**src/design/bse_pkg.sv**
```systemverilog
`timescale 1ns / 1ps
`default_nettype none
package bse_pkg;

   // command codes
   localparam logic [3:0] OP_SET        = 4'd0;
   localparam logic [3:0] OP_CLEAR      = 4'd1;
   localparam logic [3:0] OP_FLIP       = 4'd2;
   localparam logic [3:0] OP_TEST       = 4'd3;
   localparam logic [3:0] OP_SET_RANGE  = 4'd4;
   localparam logic [3:0] OP_FLIP_RANGE = 4'd5;
   localparam logic [3:0] OP_FIND_NEXT  = 4'd6;
   localparam logic [3:0] OP_COUNT      = 4'd7;
   localparam logic [3:0] OP_CLEAR_ALL  = 4'd8;
   localparam logic [3:0] OP_SET_ALL    = 4'd9;
   localparam logic [3:0] OP_FLIP_ALL   = 4'd10;

   // register index of the size register
   localparam logic CSR_IDX_BITS_IN_USE = 1'b0;
   localparam logic [12:0] BITS_IN_USE_RESET = 13'd4096;
   localparam logic [12:0] MAX_BITS = 13'd4096;

   // popcount reduction masks
   localparam logic [63:0] POP_M1 = 64'h5555555555555555;
   localparam logic [63:0] POP_M2 = 64'h3333333333333333;
   localparam logic [63:0] POP_M4 = 64'h0F0F0F0F0F0F0F0F;
   localparam logic [63:0] POP_FINAL = 64'h000000000000007F;

   // what the word unit does with one word
   typedef enum logic [2:0] {
      K_OR,
      K_XOR,
      K_CLR,
      K_TEST,
      K_FIND,
      K_COUNT
   } kind_type;

   typedef struct packed {
      logic [3:0]  op;
      logic [11:0] first_index;
      logic [12:0] end_index;
   } req_type;

   typedef struct packed {
      logic        bit_value;
      logic        found;
      logic [11:0] position;
      logic [12:0] set_count;
      logic        index_error;
   } rsp_type;

   typedef struct packed {
      kind_type   kind;
      logic [5:0] lo_bit;
      logic [5:0] hi_bit;
      logic       first_word;
      logic       last_word;
   } word_ctl_type;

   typedef struct packed {
      logic [63:0] word;
      logic        modify;
      logic        any;
      logic [5:0]  low_pos;
      logic [6:0]  pop;
   } word_res_type;

endpackage
`default_nettype wire

```
**src/design/bse_word_unit.sv**
```systemverilog
`timescale 1ns / 1ps
`default_nettype none
module bse_word_unit (
   input  wire bse_pkg::word_ctl_type ctl,
   input  wire logic [63:0]           rd_word,
   output bse_pkg::word_res_type      res
);

   logic [63:0] mask_lo;
   logic [63:0] mask_hi;
   logic [63:0] mask;
   logic [63:0] masked;
   logic [63:0] new_word;
   logic        do_write;
   logic [63:0] p1, p2, p3, p4, p5, p6;
   logic [63:0] s;
   logic [5:0]  pos;

   // bits of this word inside [lo, hi]
   always_comb begin
      mask_lo = ctl.first_word ? ({64{1'b1}} << ctl.lo_bit) : {64{1'b1}};
      mask_hi = ctl.last_word ? ({64{1'b1}} >> (6'd63 - ctl.hi_bit)) : {64{1'b1}};
      mask    = mask_lo & mask_hi;
      masked  = rd_word & mask;
   end

   always_comb begin
      new_word = rd_word;
      do_write = 1'b0;
      case (ctl.kind)
         bse_pkg::K_OR: begin
            new_word = rd_word | mask;
            do_write = 1'b1;
         end
         bse_pkg::K_XOR: begin
            new_word = rd_word ^ mask;
            do_write = 1'b1;
         end
         bse_pkg::K_CLR: begin
            new_word = rd_word & ~mask;
            do_write = 1'b1;
         end
         default: begin
            new_word = rd_word;
            do_write = 1'b0;
         end
      endcase
   end

   // swar popcount
   always_comb begin
      p1 = (masked & bse_pkg::POP_M1) + ((masked >> 1) & bse_pkg::POP_M1);
      p2 = (p1 & bse_pkg::POP_M2) + ((p1 >> 2) & bse_pkg::POP_M2);
      p3 = (p2 + (p2 >> 4)) & bse_pkg::POP_M4;
      p4 = p3 + (p3 >> 8);
      p5 = p4 + (p4 >> 16);
      p6 = (p5 + (p5 >> 32)) & bse_pkg::POP_FINAL;
   end

   // lowest set bit by halving
   always_comb begin
      s   = masked;
      pos = '0;
      if (s[31:0] == 32'd0) begin
         pos[5] = 1'b1;
         s      = s >> 32;
      end
      if (s[15:0] == 16'd0) begin
         pos[4] = 1'b1;
         s      = s >> 16;
      end
      if (s[7:0] == 8'd0) begin
         pos[3] = 1'b1;
         s      = s >> 8;
      end
      if (s[3:0] == 4'd0) begin
         pos[2] = 1'b1;
         s      = s >> 4;
      end
      if (s[1:0] == 2'd0) begin
         pos[1] = 1'b1;
         s      = s >> 2;
      end
      if (s[0] == 1'b0) begin
         pos[0] = 1'b1;
      end
   end

   always_comb begin
      res.word    = new_word;
      res.modify  = do_write;
      res.any     = (masked != 64'd0);
      res.low_pos = pos;
      res.pop     = p6[6:0];
   end

endmodule
`default_nettype wire

```
**config.mk**
```make
export PLATFORM = sky130hd
export DESIGN_NAME = bse_word_unit
export DESIGN_NICKNAME = d
export VERILOG_FILES = /design/src/design/bse_pkg.sv /design/src/design/bse_word_unit.sv
export SDC_FILE = /design/constraint.sdc
export NUM_CORES = 1
export LEC_CHECK = 0
export BUFFER_PORTS_ARGS = -buffer_cell sky130_fd_sc_hd__clkbuf_2
export CAP_MARGIN = 5
export CORE_MARGIN = 2
export CORE_UTILIZATION = 37
export DETAILED_ROUTE_END_ITERATION = 16
export PLACE_DENSITY_LB_ADDON = 0.12
export SETUP_SLACK_MARGIN = 0.05
export SYNTH_ARGS = -nofsm -noshare
export SYNTH_HDL_FRONTEND = slang
export SYNTH_SLANG_ARGS = --single-unit
```
**constraint.sdc**
```tcl
create_clock -name vclk -period 16
set_input_delay 0.8 -clock vclk [all_inputs]
set_output_delay 0.8 -clock vclk [all_outputs]
set_load 0.02 [all_outputs]
```
; ---- After elaboration in Yosys (flattened, before gate mapping)
; Index checks and enable logic that the tools add are counted.
[totals]
wordCells = 40
inputBits = 81
register_bits = 0
out_inout_bits = 79
[classes]
eq_ne = 2
n_bitwise = 6
n_reduce_logical = 8
n_addsub = 7
muxes = 15
shifts = 2
[op_table]
columns = cell, n
row1 = $and A64 B64 Y64, 3
row2 = $pmux W64 S3, 1
row3 = $mux W64, 2
row4 = $add A63 B63 Y64, 1
row5 = $not A64 Y64, 1
row6 = $or A64 B64 Y64, 1
row7 = $reduce_bool A64 Y1, 1
row8 = $shl A64 B6 Y64 const A, 1
row9 = $shr A64 B6 Y64 const A, 1
row10 = $xor A64 B64 Y64, 1
row11 = $add A62 B62 Y63, 1
row12 = $add A60 B59 Y60, 1
row13 = $add A52 B52 Y53, 1
row14 = $add A39 B37 Y39, 1
row15 = $logic_not A32 Y1, 1
row16 = $mux W31, 1
row17 = $logic_not A16 Y1, 1
row18 = $mux W15, 1
row19 = $logic_not A8 Y1, 1
row20 = $mux W1, 8
row21 = $add A7 B7 Y7, 1
row22 = $mux W7, 1
row23 = $sub A6 B6 Y6 const A, 1
row24 = $logic_not A4 Y1, 1
row25 = other kinds (6), 6

; ---- Depth between registers and ports, before layout
; Gate-level depths: netlist of the first run.
[logic_depth]
ltp_word = 16
mapped_depth = 29
ltp_nobuf = 27

; ---- Worst setup path after synthesis of the first run
; No wires, ideal clock.
[synth_path]
path_type = input-to-output
from = in ctl[3] in the netlist's numbering
to = out res[5] in the netlist's numbering
t_arrival_ns = 5.904
cell_stages = 27
path_slack_ns = 9.296
n_path_buf = 2
path_cell_list = clkbuf_1 or2_2 clkbuf_1 nor2_1 nor2b_1 o21ai_0 nand2_1 o21ai_0 inv_1 ha_1 inv_1 ha_1 ha_1 inv_1 fa_1 inv_1 fa_1 inv_1 fa_1 fa_1 inv_1 ha_1 a21o_1 a21oi_1 o21bai_1 a21oi_1 xnor2_1
[synth_rtl]
columns = element, line
row1 = "start, declared", bse_word_unit.sv:4  ; input wire bse_pkg::word_ctl_type ctl,
row2 = "end, declared", bse_word_unit.sv:6  ; output bse_pkg::word_res_type res

==> results list, run 1 <==
- In this run the vertical extent of the chip is 171 µm.
- The placed instances occupy a cell area of 0.0114 mm².
- After detailed routing, the number of remaining DRC violations is 0.
- Summed over all layers, the global routing overflow is 0.
- Area taken by flip-flops and latches: 0 µm²
- Combined area of the multi-input logic cells: 0.00888 mm²
* # hold bufs at CTS: 0
- Entering global routing, the biggest net connects 75 pins.
- Net switching power of the design: 0.887 mW
- In this run the cell area of the synthesized design comes to 0.0103 mm².
- Antenna Diode Count: 0
- The max-slew violation count is 0.
* Total wire length after detailed routing: 37600 µm
* Setup repair after global routing missed its margin: false
* Tightest slew margin relative to the limit: 25.8%
- STA classifies the critical path startpoint as an input pin.
- After legalization and detailed placement, the total HPWL measured 31200 µm.
- Buffers inserted during post-CTS setup optimization: 0
* Synth warn: 0
- Total GRT Usage: 24.9%
- Antenna-violating nets left: 0
- Proportion of total power due to net switching: 59.6%
- Maximum clock rate: 126 MHz
- The total area inside the core boundary comes to 0.0276 mm².
* Io pins: 160
- In this run, the number of DRC markers left after iteration 0 of detailed routing was 765.
- For the pin with the worst max-slew slack, the measured transition is 1.11 ns.
- Leakage power: 6.75 nW
- The area growth from synthesis to layout is 10.2%.
* First-pass GRT wire length: 56400 µm
- Counting the clock-network buffers in the layout gives 0.
- The number of different library cells used by synthesis comes to 54.
- Tracing the worst setup path back leads to its startpoint at ctl[0].
* Total count of hold-check failures in the final report: 0
- Synthesized area divided by synthesized cell count: 7.09 µm²
* Worst vdd rail ir drop: 0.000286 V
- Via count of the first global-routing pass: 9529
- The first detailed-routing pass took 5 iterations.
* Share of total power in sequential cells: 0%
* Most common library cells after synthesis: sky130_fd_sc_hd__ha_1, sky130_fd_sc_hd__inv_1, sky130_fd_sc_hd__nor2_1
- Portion of the post-synthesis area used by sequential elements: 0%
- The routed layout has 10.1k vias.
- Fraction of layout instances using a drive strength above 1: 11.7%
* Share of the cycle needed by the critical path after routing: 49.6%
* Max-cap viol count: 0
- Once the clock tree was built, the resizer swapped 0 gates to a different size.
- Arr. time, crit path: 7.13 ns
- Of the total power, combinational logic draws 100.0%.
- Setup-violating endpoint count in the final report: 0
- Layout filler cell count: 3011
- At the end of the flow, the number of nets in the layout was 1995.
* Die span in x: 171 µm
- At the end of routability-driven placement, the weighted congestion stood at 0.949.
- Syn Inst Count: 1457
* Worst slack on hold paths: 1.98 ns
- The initial antenna violation count was 0.
* Number of flip-flops and latches: 0
- The run finished with clean final reports.
- Overall power after layout: 1.49 mW
- Required @ worst endpoint: 15.20 ns
- In the final routed layout, each cell accounts on average for 19.5 µm.
- Setup Crit Path Kind: input pin to output pin
- Before CTS, the worst setup slack after placement is 8.11 ns.
- Setup TNS after final layout: 0 ns
- Final cell area excluding filler cells: 0.0114 mm²
- Max Fanout on Critical Path: 16
* Initial cell density of the core: 37.4%
- The worst path meets setup with 8.07 ns of slack.
- The path class of the tightest hold or removal check is input pin to output pin.
- In this run the biggest area consumer among cell types represents 39.7% of the synthesized area.
- In this run the core area contains 61 standard-cell rows.
* Die area: 0.0293 mm²
- During placement, the flow inserted port buffers numbering 160.
- Number of nets in the synthesized netlist: 1897
- The worst setup path is captured at an output pin.
- The biggest area contributor in the post-synthesis netlist is sky130_fd_sc_hd__ha_1.
- Power spread over the standard cell area amounts to 131 mW/mm².
* Hold path startpoint: rd_word[24]
- The clock network accounts for 0% of the total power.
- The internal portion of the total power is 0.602 mW.
* Via density per instance: 5.24
* Cell types with the largest area share after synthesis: sky130_fd_sc_hd__ha_1, sky130_fd_sc_hd__inv_1, sky130_fd_sc_hd__a21oi_1
* Top-count cell post-synth: sky130_fd_sc_hd__ha_1
* Tmin final: 7.93 ns
[path summary, 6_finish.rpt]
path | to | slack, ns | depth (start not counted)
setup / recovery | res[5] | 8.07 | 23
hold / removal | res[39] | 1.98 | 4
[cell type report]
cell class	count	share of cell area, %
tap	378	4.16
inverter	310	10.2
multi-input combinational	1076	78.1
timing repair buffer	167	7.52
[power groups by stage]
stage / clock network (mW) / registers [mW] / logic (mW)
final: 0 / 0 / 1.49
after global routing: 0 / 0 / 1.67
after CTS: 0 / 0 / 1.52
after detailed placement: 0 / 0 / 1.51
after global placement: 0 / 0 / 1.49
after floorplan: 0 / 0 / 1.09
[stage by stage]
stage               utilization [%]  instances
floorplan                         -       1457
global placement               41.2       1931
detailed placement             41.2       1931
CTS                            41.2       1931
global route                   41.2       1931
finish                         41.2       1931
[cell usage in the layout (no fill, tap or decap), types with 3 or more instances in the layout]
| master | netlist | layout |
|---|---|---|
| sky130_fd_sc_hd__nand2b_1 | 12 | 12 |
| sky130_fd_sc_hd__nand4b_1 | 5 | 5 |
| sky130_fd_sc_hd__o21a_1 | 3 | 3 |
| sky130_fd_sc_hd__nand3_1 | 14 | 14 |
| sky130_fd_sc_hd__o22a_1 | 24 | 24 |
| sky130_fd_sc_hd__nand4_1 | 8 | 8 |
| sky130_fd_sc_hd__mux2i_1 | 25 | 25 |
| sky130_fd_sc_hd__xor2_1 | 13 | 13 |
| sky130_fd_sc_hd__a221o_1 | 6 | 6 |
| sky130_fd_sc_hd__inv_1 | 308 | 308 |
| sky130_fd_sc_hd__nor2b_1 | 14 | 13 |
| sky130_fd_sc_hd__fa_1 | 31 | 31 |
| sky130_fd_sc_hd__or2_2 | 5 | 5 |
| sky130_fd_sc_hd__xnor2_1 | 15 | 15 |
| sky130_fd_sc_hd__o21ai_0 | 57 | 57 |
| sky130_fd_sc_hd__o211ai_1 | 6 | 6 |
| sky130_fd_sc_hd__nor2_1 | 142 | 142 |
| sky130_fd_sc_hd__nand2_1 | 55 | 55 |
| sky130_fd_sc_hd__buf_4 | 3 | 8 |
| sky130_fd_sc_hd__a21o_1 | 40 | 40 |
| sky130_fd_sc_hd__a21oi_1 | 138 | 138 |
| sky130_fd_sc_hd__o22ai_1 | 44 | 44 |
| sky130_fd_sc_hd__nor4_1 | 13 | 13 |
| sky130_fd_sc_hd__a211oi_1 | 12 | 12 |
| sky130_fd_sc_hd__or3_1 | 8 | 8 |
| sky130_fd_sc_hd__o221ai_1 | 3 | 3 |
| sky130_fd_sc_hd__clkbuf_2 | 0 | 159 |
| sky130_fd_sc_hd__ha_1 | 328 | 328 |
| sky130_fd_sc_hd__a211o_1 | 5 | 5 |
| sky130_fd_sc_hd__and3_1 | 8 | 8 |
| sky130_fd_sc_hd__o31ai_1 | 3 | 3 |
| sky130_fd_sc_hd__and2_1 | 5 | 5 |
| sky130_fd_sc_hd__nor3_1 | 13 | 13 |
[kinds of logic after synthesis]
| logic type | share of synthesized area, % |
|---|---|
| AO/OA/AOI/OAI | 21.4 |
| XOR/XNOR | 2.37 |
| buffers and inverters | 14.1 |
| adder cells (fa/ha/maj) | 45.7 |
| multiplexers | 2.42 |
| AND/OR/NAND/NOR | 14.0 |
[worst max-delay path, cell delays in order]
cell and delay [ns]:
sky130_fd_sc_hd__clkbuf_2 0.28, sky130_fd_sc_hd__nor2b_1 0.84, sky130_fd_sc_hd__nor2_1 0.30, sky130_fd_sc_hd__o21ai_0 0.48, sky130_fd_sc_hd__inv_1 0.09, sky130_fd_sc_hd__ha_1 0.25, sky130_fd_sc_hd__ha_1 0.30, sky130_fd_sc_hd__ha_1 0.13
sky130_fd_sc_hd__inv_1 0.05, sky130_fd_sc_hd__fa_1 0.47, sky130_fd_sc_hd__inv_1 0.07, sky130_fd_sc_hd__fa_1 0.59, sky130_fd_sc_hd__inv_1 0.07, sky130_fd_sc_hd__fa_1 0.51, sky130_fd_sc_hd__fa_1 0.59, sky130_fd_sc_hd__inv_1 0.06
sky130_fd_sc_hd__ha_1 0.27, sky130_fd_sc_hd__a21o_1 0.17, sky130_fd_sc_hd__a21oi_1 0.22, sky130_fd_sc_hd__o21bai_1 0.09, sky130_fd_sc_hd__a21oi_1 0.18, sky130_fd_sc_hd__xnor2_1 0.13, sky130_fd_sc_hd__clkbuf_2 0.18
[layer usage]
layer / part of all wire [%] / global-route usage, % / up-vias
met1: 47 / 34.9 / 4724
met3: 5.5 / 1.60 / 41
met4: 1.8 / 3.13 / 0
li1: - / - / 4991
met5: 0 / 0 / -
met2: 46 / 42.9 / 368
(Power assumes the default switching activity.)
==> run 2, diff against run 1 <==
==> constraint.sdc (replaced) <==
create_clock -name vclk -period 7.9
set_input_delay 0.395 -clock vclk [all_inputs]
set_output_delay 0.395 -clock vclk [all_outputs]
set_load 0.02 [all_outputs]
==> results list, run 2 (synthesis gave the netlist of run 1 again) <==
* Required @ worst endpoint: 7.51 ns (-7.69 ns)
- Number of gates resized after cts: 0 (unchanged)
- The number of max-cap violations is 0 (unchanged).
- The worst hold path terminates at res[39].
- Buffers inserted during post-CTS setup optimization: 0 (unchanged)
- Share of the cycle needed by the critical path after routing: 85.8%
- The number of nets in the layout came to 1996 (+0.050%).
- The total negative setup slack was 0 ns (unchanged).
* Transition time at the pin with the least slew margin: 1.17 ns (+0.0624 ns)
- Routability-driven placement congestion ratio: 0.977 (+3.0%)
- Initial antenna violation count: 1 (+1)
- The global-route wire length before repair is 57200 µm (+1.3%).
- Power density cells: 263 mW/mm² (+100%)
* Final cell area excluding filler cells: 0.0114 mm² (about the same)
* Final number of max-transition violations: 0 (unchanged)
- Worst vdd rail ir drop: 0.000483 V (+69%)
- The die outline height was 171 µm (unchanged).
- Io pins: 160 (unchanged)
- The die extent in x came to 171 µm (unchanged).
- The worst setup timing slack at the placement stage came to 1.18 ns (-6.93 ns).
- Violation count after the first detailed-routing iteration: 825 (+7.8%)
- The placement row count came to 61 (unchanged).
- Area growth from synthesis to final layout: 10.2% (about the same)
- The final-report setup violation count is 0 (unchanged).
* Die area: 0.0293 mm² (unchanged)
- The final sequential cell count came to 0 (unchanged).
- Fraction of layout instances using a drive strength above 1: 11.8% (+0.057 points)
- The final hold slack was 1.18 ns (-0.805 ns).
- Area taken by flip-flops and latches: 0 µm² (unchanged)
- The post-cts hold buffer count came to 0 (unchanged).
- The placeable core region came to 0.0276 mm² (unchanged).
- The cell leakage power is 6.75 nW (about the same).
- The sum of overflow across all layers after global routing was 0 (unchanged).
- The largest net degree at the start of global routing is 73 (-2.7%).
* Antenna-violating nets left: 0 (unchanged)
- CP Capture Type: output pin
- The number of filler instances in the final layout came to 3037 (+0.86%).
- Hold Path Depth: 4 (unchanged)
- Status: complete, no violations
- The worst setup slack after layout is 1.12 ns (-6.94 ns).
- By startpoint and endpoint, the worst setup path is classified as input pin to output pin.
- Via count of the first global-routing pass: 9758 (+2.4%)
- Max Fanout on Critical Path: 16 (unchanged)
* Port Buf Inserts: 160 (unchanged)
- The total via count in the routed design is 10.2k (+0.93%).
- Count of unresolved DRC violations after routing: 0 (unchanged)
- The count of clock buffers in the final design is 0 (unchanged).
* Total count of hold-check failures in the final report: 0 (unchanged)
- The final instance count without filler cells came to 1933 (+0.10%).
- The worst setup path is launched from an input pin.
- Number of cells in the design after placement: 1932 (+0.052%)
- Initial cell density of the core: 37.4% (unchanged)
- Leaving out fill and tap cells, the most frequent cell in the layout is sky130_fd_sc_hd__ha_1.
- WL per Instance: 19.3 µm (-0.92%)
- The worst slew margin relative to its limit came to 21.5% (-4.3 points).
* Hold path startpoint: rd_word[24]
- The post-detailed-routing wire length came to 37300 µm (-0.82%).
* Maximum clock rate: 148 MHz
* Post-place instance area: 0.0114 mm² (about the same)
- Setup repair after global routing left no endpoint under its margin.
* Total GRT Usage: 25.2% (+0.28 points)
- The smallest clock period supported by the final layout is computed as 6.78 ns.
- Number of iterations in the first detailed-routing pass: 6 (+1)
* Via density per instance: 5.29 (+0.82%)
- Most frequent cells in the layout: sky130_fd_sc_hd__ha_1, sky130_fd_sc_hd__inv_1, sky130_fd_sc_hd__clkbuf_2
- Hold WC Path Type: input pin to output pin
- Post-DP HPWL: 31000 µm (-0.44%)
- The critical path arrival was 6.38 ns (-0.75 ns).
run 2: cell types whose count changed in the layout (fill, tap and decap cells not counted):
cell,previous run,this run
sky130_fd_sc_hd__diode_2,0,1
sky130_fd_sc_hd__buf_4,8,9
run 2: worst max path at each step:
stage / depth (start not counted) / slack, ns / end / startpoint
floorplan: 27 / 2.01 / res[5] / ctl[3]
global placement: 23 / 1.01 / res[5] / ctl[0]
detailed placement: 23 / 1.18 / res[5] / ctl[0]
CTS: 25 / 1.16 / res[5] / ctl[0]
global route: 24 / 0.69 / res[5] / ctl[13]
finish: 23 / 1.12 / res[5] / ctl[0]
run 2: final cells by class:
cell class	count	area (µm²)	share of cell area, %
antenna	1	2.50	0.0220
inverter	310	1160	10.2
multi-input combinational	1076	8880	78.0
tap	378	473	4.15
timing repair buffer	168	863	7.58
run 2: metrics by stage:
step | power [mW] | utilization, %
after floorplan | 2.22 | -
after global placement | 3.02 | 41.2
after detailed placement | 3.02 | 41.2
after CTS | 3.04 | 41.2
after global routing | 3.40 | 41.2
final | 2.99 | 41.2
run 2: per-layer routing:
metal  part of all wire (%)  vias to the layer above  GRT usage [%]
met5                      0                        -              0
li1                       -                     4995              -
met1                     47                     4803           35.8
met2                     46                      374           42.1
met3                    5.6                       46           1.83
met4                    2.1                        0           4.20
run 2: critical path: stages:
cell and delay, ns:
sky130_fd_sc_hd__clkbuf_2 0.29, sky130_fd_sc_hd__nor2b_1 0.48, sky130_fd_sc_hd__nor2_1 0.26, sky130_fd_sc_hd__o21ai_0 0.54, sky130_fd_sc_hd__inv_1 0.10, sky130_fd_sc_hd__ha_1 0.26
sky130_fd_sc_hd__ha_1 0.30, sky130_fd_sc_hd__ha_1 0.13, sky130_fd_sc_hd__inv_1 0.05, sky130_fd_sc_hd__fa_1 0.47, sky130_fd_sc_hd__inv_1 0.06, sky130_fd_sc_hd__fa_1 0.59
sky130_fd_sc_hd__inv_1 0.07, sky130_fd_sc_hd__fa_1 0.50, sky130_fd_sc_hd__fa_1 0.58, sky130_fd_sc_hd__inv_1 0.06, sky130_fd_sc_hd__ha_1 0.26, sky130_fd_sc_hd__a21o_1 0.17
sky130_fd_sc_hd__a21oi_1 0.22, sky130_fd_sc_hd__o21bai_1 0.09, sky130_fd_sc_hd__a21oi_1 0.18, sky130_fd_sc_hd__xnor2_1 0.14, sky130_fd_sc_hd__clkbuf_2 0.18
run 2: report_power, final:
part             total (mW)  switching [mW]  internal [mW]
sequential                0               0              0
combinational          2.99            1.78           1.21
clock          0.0000000169               0   0.0000000169
